[config.mk]
export PLATFORM = sky130hd
export DESIGN_NAME = action_track_smoother
export DESIGN_NICKNAME = d
export VERILOG_FILES = /design/src/design/ats_pkg.sv /design/src/design/ats_core.sv /design/src/design/action_track_smoother.sv
export VERILOG_INCLUDE_DIRS = /design/src /design/src/design
export SDC_FILE = /design/constraint.sdc
export NUM_CORES = 1
export LEC_CHECK = 0
export BUFFER_PORTS_ARGS = -buffer_cell sky130_fd_sc_hd__buf_2
export CAP_MARGIN = 20
export CORE_MARGIN = 4
export CORE_UTILIZATION = 50
export CTS_CLUSTER_DIAMETER = 40
export CTS_CLUSTER_SIZE = 16
export DETAILED_ROUTE_END_ITERATION = 10
export PLACE_DENSITY = 0.78
export SLEW_MARGIN = 40
export SYNTH_ARGS = -nofsm -noshare
export SYNTH_HDL_FRONTEND = slang
export SYNTH_HIERARCHICAL = 1
export SYNTH_SLANG_ARGS = --single-unit
[constraint.sdc]
create_clock -name clock -period 16.6 [get_ports clock]
set_input_delay 4.15 -clock clock [delete_from_list [all_inputs] [get_ports clock]]
set_output_delay 4.15 -clock clock [all_outputs]
set_load 0.05 [all_outputs]
[src/design/action_track_smoother_defines.svh]
// Assertion helpers shared by the smoother's modules.
// Every macro samples on the rising edge of clock and is off while reset is high.
`ifndef ACTION_TRACK_SMOOTHER_DEFINES_SVH
`define ACTION_TRACK_SMOOTHER_DEFINES_SVH

// The consequent must hold in the same cycle as the antecedent.
`define ATS_ASSERT_NOW(lbl, ante, cons) \
   lbl: assert property (@(posedge clock) disable iff (reset) (ante) |-> (cons)) \
      else $error("smoother check failed in the same cycle");

// The consequent must hold in the cycle after the antecedent.
`define ATS_ASSERT_NEXT(lbl, ante, cons) \
   lbl: assert property (@(posedge clock) disable iff (reset) (ante) |=> (cons)) \
      else $error("smoother check failed one cycle later");

`endif

[src/design/ats_pkg.sv]
package ats_pkg;

   // Default field widths.
   localparam int FRAME_BITS_DEF    = 20;
   localparam int ACTION_BITS_DEF   = 8;
   localparam int TRACK_ID_BITS_DEF = 16;

   // The window and minimum length registers are always this wide.
   localparam int LEN_BITS = 11;

   // Reset values of the window and minimum length registers.
   localparam logic [LEN_BITS-1:0] WINDOW_RESET  = LEN_BITS'(1);
   localparam logic [LEN_BITS-1:0] MIN_LEN_RESET = LEN_BITS'(1);

   // One request causes at most this many results.
   localparam int MAX_RESULTS = 3;
   localparam int RES_IDX_BITS = 2;

   // Register indexes on the configuration port.
   localparam int CSR_IDX_BITS = 3;
   localparam logic [CSR_IDX_BITS-1:0] CSR_FIRST_FRM    = 3'd0;
   localparam logic [CSR_IDX_BITS-1:0] CSR_FINAL_FRM    = 3'd1;
   localparam logic [CSR_IDX_BITS-1:0] CSR_JOIN_GAP     = 3'd2;
   localparam logic [CSR_IDX_BITS-1:0] CSR_KEEP_LEN     = 3'd3;
   localparam logic [CSR_IDX_BITS-1:0] CSR_FALLBACK_ACT = 3'd4;

   // Larger of two widths.
   function automatic int max_bits(input int a, input int b);
      return (a > b) ? a : b;
   endfunction

   // Width of the configuration write data: the widest register.
   function automatic int csr_bits(input int frame_bits, input int action_bits);
      return max_bits(max_bits(frame_bits + 1, LEN_BITS), action_bits);
   endfunction

endpackage

[src/design/ats_core.sv]
module ats_core import ats_pkg::*; #(
   parameter int FRAME_BITS    = FRAME_BITS_DEF,
   parameter int ACTION_BITS   = ACTION_BITS_DEF,
   parameter int TRACK_ID_BITS = TRACK_ID_BITS_DEF
) (
   input  logic                      clock,
   input  logic                      reset,
   // Registered request and the strobe that consumes it.
   input  logic                      step,
   input  logic [TRACK_ID_BITS-1:0]  track_id,
   input  logic [FRAME_BITS-1:0]     frame_index,
   input  logic [ACTION_BITS-1:0]    action_code,
   input  logic                      last_in_track,
   // Configuration.
   input  logic [FRAME_BITS-1:0]     first_frm,
   input  logic [FRAME_BITS:0]       final_frm,
   input  logic [LEN_BITS-1:0]       join_gap,
   input  logic [LEN_BITS-1:0]       keep_len,
   input  logic [ACTION_BITS-1:0]    fallback_act,
   // Results caused by the current request, in order.
   output logic [RES_IDX_BITS-1:0]   res_count,
   output logic [TRACK_ID_BITS-1:0]  res_track [MAX_RESULTS],
   output logic [FRAME_BITS:0]       res_begin [MAX_RESULTS],
   output logic [FRAME_BITS:0]       res_end [MAX_RESULTS],
   output logic [ACTION_BITS-1:0]    res_action [MAX_RESULTS],
   output logic                      res_last [MAX_RESULTS]
);

   localparam int RB = FRAME_BITS + 1;
   localparam int SW = max_bits(RB, LEN_BITS) + 1;

   // Track state.
   logic [TRACK_ID_BITS-1:0] cur_track_ff, cur_track_in;
   logic [FRAME_BITS-1:0]    open_begin_ff, open_begin_in;
   logic [RB-1:0]            open_end_ff, open_end_in;
   logic [ACTION_BITS-1:0]   open_action_ff, open_action_in;
   logic                     open_valid_ff, open_valid_in;
   logic                     kept_any_ff, kept_any_in;
   logic [RB-1:0]            kept_end_ff, kept_end_in;
   logic [RB-1:0]            pend_begin_ff, pend_begin_in;
   logic [ACTION_BITS-1:0]   pend_action_ff, pend_action_in;

   // Intermediate values of the update.
   logic                     joined;
   logic                     close_first;
   logic                     do_close;
   logic [SW-1:0]            keep_limit;
   logic [RB:0]              mid_sum;
   logic [RB-1:0]            mid;
   logic [RB-1:0]            next_end;
   logic [RES_IDX_BITS-1:0]  cnt;

   // The join test looks at the stored range only; it does not change within a request.
   assign next_end    = RB'(frame_index) + RB'(1);
   assign joined      = (action_code == open_action_ff) &&
                        ((SW'(open_end_ff) + SW'(join_gap)) >= (SW'(frame_index) + SW'(1)));
   assign close_first = open_valid_ff && !joined;

   // Two passes: the first handles the event itself, the second the end of the track.
   always_comb begin
      cur_track_in   = cur_track_ff;
      open_begin_in  = open_begin_ff;
      open_end_in    = open_end_ff;
      open_action_in = open_action_ff;
      open_valid_in  = open_valid_ff;
      kept_any_in    = kept_any_ff;
      kept_end_in    = kept_end_ff;
      pend_begin_in  = pend_begin_ff;
      pend_action_in = pend_action_ff;
      do_close       = 1'b0;
      keep_limit     = '0;
      mid_sum        = '0;
      mid            = '0;
      cnt            = '0;
      for (int k = 0; k < MAX_RESULTS; k++) begin
         res_track[k]  = '0;
         res_begin[k]  = '0;
         res_end[k]    = '0;
         res_action[k] = '0;
         res_last[k]   = 1'b0;
      end

      for (int p = 0; p < 2; p++) begin
         // A new track latches its id; a joining event stretches the open range.
         if (p == 0) begin
            if (!open_valid_ff) begin
               cur_track_in = track_id;
               kept_any_in  = 1'b0;
            end else if (joined) begin
               open_end_in = next_end;
            end
         end

         do_close = (p == 0) ? close_first : last_in_track;

         // Close the open range and keep it when it is long enough.
         if (do_close) begin
            keep_limit = SW'(open_begin_in) + SW'(keep_len);
            if (SW'(open_end_in) >= keep_limit) begin
               if (!kept_any_in) begin
                  kept_any_in    = 1'b1;
                  pend_begin_in  = RB'(first_frm);
                  pend_action_in = open_action_in;
                  kept_end_in    = open_end_in;
               end else begin
                  mid_sum     = (RB+1)'(open_begin_in) + (RB+1)'(kept_end_in);
                  mid         = mid_sum[RB:1];
                  kept_end_in = open_end_in;
                  if (open_action_in != pend_action_in) begin
                     res_track[cnt]  = cur_track_in;
                     res_begin[cnt]  = pend_begin_in;
                     res_end[cnt]    = mid;
                     res_action[cnt] = pend_action_in;
                     res_last[cnt]   = 1'b0;
                     cnt             = cnt + RES_IDX_BITS'(1);
                     pend_begin_in   = mid;
                     pend_action_in  = open_action_in;
                  end
               end
            end
         end

         // Start a range at this event unless it joined the open one.
         if (p == 0 && (!open_valid_ff || close_first)) begin
            open_begin_in  = frame_index;
            open_end_in    = next_end;
            open_action_in = action_code;
            open_valid_in  = 1'b1;
         end

         // The final range of the track runs to the configured end frame.
         if (p == 1 && last_in_track) begin
            res_track[cnt] = cur_track_in;
            res_end[cnt]   = final_frm;
            res_last[cnt]  = 1'b1;
            if (kept_any_in) begin
               res_begin[cnt]  = pend_begin_in;
               res_action[cnt] = pend_action_in;
            end else begin
               res_begin[cnt]  = RB'(first_frm);
               res_action[cnt] = fallback_act;
            end
            cnt           = cnt + RES_IDX_BITS'(1);
            open_valid_in = 1'b0;
            kept_any_in   = 1'b0;
         end
      end
      res_count = cnt;
   end

   // State update, one request per cycle while step is high.
   always_ff @(posedge clock) begin
      if (reset) begin
         cur_track_ff   <= '0;
         open_begin_ff  <= '0;
         open_end_ff    <= '0;
         open_action_ff <= '0;
         open_valid_ff  <= 1'b0;
         kept_any_ff    <= 1'b0;
         kept_end_ff    <= '0;
         pend_begin_ff  <= '0;
         pend_action_ff <= '0;
      end else if (step) begin
         cur_track_ff   <= cur_track_in;
         open_begin_ff  <= open_begin_in;
         open_end_ff    <= open_end_in;
         open_action_ff <= open_action_in;
         open_valid_ff  <= open_valid_in;
         kept_any_ff    <= kept_any_in;
         kept_end_ff    <= kept_end_in;
         pend_begin_ff  <= pend_begin_in;
         pend_action_ff <= pend_action_in;
      end
   end

endmodule

[src/design/action_track_smoother.sv]
// Channel  | Direction | Handshake            | Payload
// req      | in        | req_valid, req_stall | track id, frame index, action code, last flag
// rsp      | out       | rsp_valid, rsp_stall | track id, range begin, range end, action, last flag
// csr      | in        | csr_wr_en            | csr_index, csr_wdata (no read-back)
//
// A request is registered, then processed combinationally into a bank of up to three results.
// Requests flow at one per cycle while each causes at most one result and none is stalled;
// a request causing more results holds the next one until the output bank, which drains one
// result per cycle unless stalled, has sent its last. Results come from the registered bank.
// Reset is synchronous and clears the track state and the handshake control at once.
// A stalled result holds; the input register accepts when empty or the bank can be refilled.
`include "action_track_smoother_defines.svh"

module action_track_smoother import ats_pkg::*; #(
   parameter int FRAME_BITS    = FRAME_BITS_DEF,
   parameter int ACTION_BITS   = ACTION_BITS_DEF,
   parameter int TRACK_ID_BITS = TRACK_ID_BITS_DEF
) (
   input  logic                                       clock,
   input  logic                                       reset,
   // Request channel.
   input  logic                                       req_valid,
   output logic                                       req_stall,
   input  logic [TRACK_ID_BITS-1:0]                   req_track_id,
   input  logic [FRAME_BITS-1:0]                      req_frame_index,
   input  logic [ACTION_BITS-1:0]                     req_action_code,
   input  logic                                       req_last_in_track,
   // Result channel.
   output logic                                       rsp_valid,
   input  logic                                       rsp_stall,
   output logic [TRACK_ID_BITS-1:0]                   rsp_out_track_id,
   output logic [FRAME_BITS:0]                        rsp_range_begin,
   output logic [FRAME_BITS:0]                        rsp_range_end,
   output logic [ACTION_BITS-1:0]                     rsp_range_action,
   output logic                                       rsp_last_of_track,
   // Configuration port.
   input  logic                                       csr_wr_en,
   input  logic [CSR_IDX_BITS-1:0]                    csr_index,
   input  logic [csr_bits(FRAME_BITS, ACTION_BITS)-1:0] csr_wdata
);

   localparam int RB = FRAME_BITS + 1;

   // Configuration registers.
   logic [FRAME_BITS-1:0]  first_frm_ff;
   logic [RB-1:0]          final_frm_ff;
   logic [LEN_BITS-1:0]    join_gap_ff;
   logic [LEN_BITS-1:0]    keep_len_ff;
   logic [ACTION_BITS-1:0] fallback_act_ff;

   // Input register.
   logic                     in_valid_ff;
   logic [TRACK_ID_BITS-1:0] in_track_ff;
   logic [FRAME_BITS-1:0]    in_frame_ff;
   logic [ACTION_BITS-1:0]   in_action_ff;
   logic                     in_last_ff;

   // Result bank.
   logic [TRACK_ID_BITS-1:0] bank_track_ff [MAX_RESULTS];
   logic [RB-1:0]            bank_begin_ff [MAX_RESULTS];
   logic [RB-1:0]            bank_end_ff [MAX_RESULTS];
   logic [ACTION_BITS-1:0]   bank_action_ff [MAX_RESULTS];
   logic                     bank_last_ff [MAX_RESULTS];
   logic [RES_IDX_BITS-1:0]  cnt_ff;
   logic [RES_IDX_BITS-1:0]  rd_ff;

   // Core results for the request in the input register.
   logic [RES_IDX_BITS-1:0]  res_count;
   logic [TRACK_ID_BITS-1:0] res_track [MAX_RESULTS];
   logic [RB-1:0]            res_begin [MAX_RESULTS];
   logic [RB-1:0]            res_end [MAX_RESULTS];
   logic [ACTION_BITS-1:0]   res_action [MAX_RESULTS];
   logic                     res_last [MAX_RESULTS];

   logic pop;
   logic last_slot;
   logic proc;
   logic req_take;

   // The bank can be refilled when empty or when its final result leaves now.
   assign pop       = rsp_valid && !rsp_stall;
   assign last_slot = (rd_ff + RES_IDX_BITS'(1)) == cnt_ff;
   assign proc      = in_valid_ff && ((cnt_ff == '0) || (pop && last_slot));
   assign req_stall = in_valid_ff && !proc;
   assign req_take  = req_valid && !req_stall;

   // Configuration writes.
   always_ff @(posedge clock) begin
      if (reset) begin
         first_frm_ff    <= '0;
         final_frm_ff    <= '0;
         join_gap_ff     <= WINDOW_RESET;
         keep_len_ff     <= MIN_LEN_RESET;
         fallback_act_ff <= '0;
      end else if (csr_wr_en) begin
         unique case (csr_index)
            CSR_FIRST_FRM:    first_frm_ff    <= csr_wdata[FRAME_BITS-1:0];
            CSR_FINAL_FRM:    final_frm_ff    <= csr_wdata[RB-1:0];
            CSR_JOIN_GAP:     join_gap_ff     <= csr_wdata[LEN_BITS-1:0];
            CSR_KEEP_LEN:     keep_len_ff     <= csr_wdata[LEN_BITS-1:0];
            CSR_FALLBACK_ACT: fallback_act_ff <= csr_wdata[ACTION_BITS-1:0];
            default: ;
         endcase
      end
   end

   // Input register valid.
   always_ff @(posedge clock) begin
      if (reset) begin
         in_valid_ff <= 1'b0;
      end else if (req_take) begin
         in_valid_ff <= 1'b1;
      end else if (proc) begin
         in_valid_ff <= 1'b0;
      end
   end

   // Input register payload.
   always_ff @(posedge clock) begin
      if (req_take) begin
         in_track_ff  <= req_track_id;
         in_frame_ff  <= req_frame_index;
         in_action_ff <= req_action_code;
         in_last_ff   <= req_last_in_track;
      end
   end

   ats_core #(
      .FRAME_BITS    (FRAME_BITS),
      .ACTION_BITS   (ACTION_BITS),
      .TRACK_ID_BITS (TRACK_ID_BITS)
   ) u_core (
      .clock          (clock),
      .reset          (reset),
      .step           (proc),
      .track_id       (in_track_ff),
      .frame_index    (in_frame_ff),
      .action_code    (in_action_ff),
      .last_in_track  (in_last_ff),
      .first_frm      (first_frm_ff),
      .final_frm      (final_frm_ff),
      .join_gap       (join_gap_ff),
      .keep_len       (keep_len_ff),
      .fallback_act   (fallback_act_ff),
      .res_count      (res_count),
      .res_track      (res_track),
      .res_begin      (res_begin),
      .res_end        (res_end),
      .res_action     (res_action),
      .res_last       (res_last)
   );

   // Bank fill and drain control.
   always_ff @(posedge clock) begin
      if (reset) begin
         cnt_ff <= '0;
         rd_ff  <= '0;
      end else if (proc) begin
         cnt_ff <= res_count;
         rd_ff  <= '0;
      end else if (pop) begin
         if (last_slot) begin
            cnt_ff <= '0;
            rd_ff  <= '0;
         end else begin
            rd_ff <= rd_ff + RES_IDX_BITS'(1);
         end
      end
   end

   // Bank payload.
   always_ff @(posedge clock) begin
      if (proc) begin
         for (int k = 0; k < MAX_RESULTS; k++) begin
            bank_track_ff[k]  <= res_track[k];
            bank_begin_ff[k]  <= res_begin[k];
            bank_end_ff[k]    <= res_end[k];
            bank_action_ff[k] <= res_action[k];
            bank_last_ff[k]   <= res_last[k];
         end
      end
   end

   // Result channel.
   assign rsp_valid         = cnt_ff != '0;
   assign rsp_out_track_id  = bank_track_ff[rd_ff];
   assign rsp_range_begin   = bank_begin_ff[rd_ff];
   assign rsp_range_end     = bank_end_ff[rd_ff];
   assign rsp_range_action  = bank_action_ff[rd_ff];
   assign rsp_last_of_track = bank_last_ff[rd_ff];

   // The read slot always lies inside the filled part of the bank.
   `ATS_ASSERT_NOW(a_rd_in_bank, cnt_ff != '0, rd_ff < cnt_ff)
   // A track's closing range is always the last result of its request.
   `ATS_ASSERT_NOW(a_last_is_final, rsp_valid && rsp_last_of_track, last_slot)
   // Processing the end of a track always leaves at least one result.
   `ATS_ASSERT_NEXT(a_track_end_emits, proc && in_last_ff, cnt_ff != '0)
   // A request is never taken while the input register holds one that cannot move.
   `ATS_ASSERT_NEXT(a_no_overwrite, in_valid_ff && !proc, in_valid_ff)

endmodule
==> flow_summary.ini <==
[status]
status = completed

[critical_path]
setup.worst_path.start_class = flip-flop
reg2reg_to = bank_action_ff[0][3]
worst-r2r-setup-slack_ns = 3.41
worstSetupPathType = reg -> reg
worstSetupEndpointType = flip-flop
r2r-start = u_core/open_end_ff[0]
cpPeakStageDelay_ns = 0.61
crit_arrival_ns = 13.55
critPathSlowestCell = buf_4
critical_path.most_common_cell = a21oi_1
critical_path_peak_fanout = 60
reg2regPathDepth = 51
cp.required_ns = 16.96

[logic_synthesis]
synth.top_cell.area_share_pct = 28.0
yosysWarningCount = 6
post_synth_instance_area_mm2 = 0.0264
yosys_register_bits = 441
synth_top_area_cell = edfxtp_1
async_reset_ff_share_pct = 0
netlist-cell-type-count = 95
netlist_instances = 2916
synth_seq_area_share_pct = 42.8
ys_top_cells_by_area = edfxtp_1 28%, dfxtp_1 15%, nand2_1 6.8%
postSynth.topFlopCell = edfxtp_1
synth.net_count = 3134
synth.avg_cell_area_um2 = 9.04
synth-edff-count = 246

[timing]
rsz0062_at_grt = no
timing.final.max_slew_violations = 0
finalCriticalPeriod_ns = 13.19
timing.final.crit_share_pct = 79.4
setup_viol = 0
fmaxAchievable_mhz = 75.8
holdWs_ns = 0.460
slew-limit-headroom_pct = 33.2
timing.clock.skew_ns = 0.0602
fin_setup_tns_ns = 0
hold_viol_final = 0
worstMarginPinSlew_ns = 1.00

[floorplanning]
io_pins = 143
core_area_mm2 = 0.0517
dieWidth_um = 238
chipHeight_um = 238
die_area_mm2 = 0.0565
rows = 83
start_util_pct = 51.0

[drt]
detailroute.wirelength.met3_mm = 7.51
drt_pass1_iterations = 7
drc = 0
detail_route.wl_per_cell_um = 24.1
antenna_violating_nets_remaining = 0
routed_wl_mm = 90.4
route.detailed.vias_per_inst = 6.27
drt_first_iter_violations = 2493
met1_length_mm = 36.2
met2RoutedLength_mm = 41.5
detailroute.via_count = 23500
route.top_layer_used = met4

[finish]
fin_nets = 3225
layout_common_cells = 478 x nand2_1, 268 x nor2_1, 246 x edfxtp_1, 217 x a21oi_1, 193 x dfxtp_1
ff_latch_area_mm2 = 0.0113
drive_gt1_share_pct = 12.2
n_antenna_cell = 0
final-instance-count-excl-fill = 3750
mostFrequentLayoutCell = nand2_1
fillers = 4415
layout-area-overhead-vs-synth_pct = 15.0
total_area_of_multi_input_combinational_cells_mm2 = 0.0141

[clock_network]
cts.hold.buffers_added = 0
clkSinkCount = 441
cts_tree = yes
ctsResizeCount = 0
clock_pin_slew_on_the_worst_setup_and_hold_paths_ns = 0.06
cts.path.max_buffers = 3
clk-insertion-delay-late_ns = 0.64
cts_max_level = 3
numCtsBuffers = 76
post-cts-setup-buffers = 0
clock_tree.root_cell = clkbuf_16

[pwr]
power.ir.vdd_worst_mv = 0.0994
totalPowerFinal_mw = 3.27
clkPwrFrac_pct = 48.9
power_per_cell_area_mw_per_mm2 = 108
p_int_mw = 2.30
power.share.sequential_pct = 37.9
power.switching_fraction_pct = 29.7
combinationalPowerShare_pct = 13.2
power.switching_mw = 0.972
leakage_nw = 11.7

[min_path]
hold_end = u_core/cur_track_ff[15]
type_of_the_worst_min_delay_path = reg -> reg
timing.hold.worst_path_depth = 2
min-delay-start = u_core/cur_track_ff[15]

[global_route]
antenna_found_initial = 0
total_grt_overflow = 0
grt_first_pass_wirelength_mm = 136
first_global_vias = 22700
globalRouteTotalUtil_pct = 30.9
maximum_number_of_pins_on_one_net_before_global_route_repair = 111

[placed_design]
io_buffer_count = 142
gp_congestion = 1.03
placed_cells = 3607
place_hpwl_mm = 65.3

[run]
maxCapViolations = 0
==> sequential cells by signal (all words and copies together) (netlist names), 11 cells and up, named ones only <==
name                  cells
u_core/open_begin_ff     20
join_gap_ff              11
u_core/open_end_ff       21
bank_action_ff           24
first_frm_ff             20
in_frame_ff              20
bank_track_ff            48
bank_end_ff              63
u_core/pend_begin_ff     21
keep_len_ff              11
bank_begin_ff            63
in_track_ff              16
u_core/kept_end_ff       21
u_core/cur_track_ff      16
final_frm_ff             21
==> kinds of logic after synthesis <==
| family | count (synthesis) | synth area share (%) |
|---|---|---|
| flops | 441 | 42.8 |
| xor+xnor | 126 | 4.21 |
| simple gates | 1006 | 16.7 |
| compound gates | 776 | 19.0 |
| buf+inv | 258 | 3.98 |
| fa+ha+maj | 144 | 6.97 |
| mux | 165 | 6.34 |
==> power by group through the flow <==
stage | clock network [mW] | registers, mW | logic, mW
2_1_floorplan | 0 | 1.24 | 0.283
3_3_place_gp | 0 | 1.26 | 0.408
3_5_place_dp | 0 | 1.26 | 0.417
4_1_cts | 1.62 | 1.24 | 0.421
5_1_grt | 1.67 | 1.24 | 0.460
6_report | 1.60 | 1.24 | 0.433
==> how the worst max path moves through the flow <==
stage	from	endpoint	slack, ns
global route	u_core/open_end_ff[0]	bank_action_ff[0][3]	2.41
CTS	u_core/open_end_ff[0]	bank_action_ff[0][3]	3.31
floorplan	u_core/open_end_ff[0]	bank_action_ff[0][6]	4.70
detailed placement	u_core/open_end_ff[0]	bank_action_ff[0][3]	3.37
finish	u_core/open_end_ff[0]	bank_action_ff[0][3]	3.41
global placement	u_core/open_end_ff[0]	bank_track_ff[0][11]	3.50
==> synthesized netlist by cell type, types with 9 or more instances <==
| master | instances |
|---|---|
| nand2b_1 | 41 |
| nand2_1 | 480 |
| nand4_1 | 14 |
| a221o_1 | 10 |
| a211oi_1 | 47 |
| buf_1 | 9 |
| xor2_1 | 45 |
| buf_2 | 24 |
| a221oi_1 | 11 |
| ha_1 | 139 |
| o22ai_1 | 40 |
| inv_1 | 85 |
| o31ai_1 | 12 |
| mux2i_1 | 151 |
| o21bai_1 | 15 |
| nor3_1 | 41 |
| a22o_1 | 13 |
| mux2_2 | 12 |
| and3_1 | 47 |
| clkbuf_1 | 128 |
| nor2b_1 | 16 |
| a22oi_1 | 17 |
| o21ai_1 | 25 |
| xnor2_1 | 80 |
| and2_1 | 10 |
| o21ai_0 | 169 |
| a21o_1 | 36 |
| o221ai_1 | 9 |
| nand3_1 | 46 |
| o211ai_1 | 31 |
| a21oi_1 | 219 |
| nor2_1 | 269 |
| edfxtp_1 | 246 |
| a31oi_1 | 24 |
| o21a_1 | 13 |
| dfxtp_1 | 195 |
==> critical path: cells and delay by family (launching register included) <==
family	cells	cell delay, ns
AOI/OAI and AO/OA	28	6.49
xor gates and xnor gates	2	0.36
adders and majority gates	6	2.03
buffers and inverters	3	1.04
DFF	1	0.34
muxes	1	0.48
and+or+nand+nor	11	2.15
==> cell type report <==
cell class              count  share of cell area [%]
clock buffers              83                    6.57
clock inverters            58                    2.27
inverters                  88                    1.10
multi-input cells        2217                    46.5
flip-flops and latches    441                    37.3
well taps                 680                    2.81
repair buffers            183                    3.51
==> layer usage <==
metal,vias to the layer above,global-route usage [%]
met4,0,15.0
met1,11300,40.3
met2,1223,50.2
met5,-,0
met3,268,4.98
li1,10800,-
==> stage by stage <==
stage	worst slack [ns]	instance area (µm²)	util, %
3_5_place_dp	3.37	27600	53.4
2_1_floorplan	4.70	26400	-
6_report	3.41	30300	58.6
5_1_grt	2.41	30300	58.6
3_3_place_gp	3.50	27500	53.2
4_1_cts	3.31	30300	58.6
No activity file was read; power rests on OpenSTA's default activity.
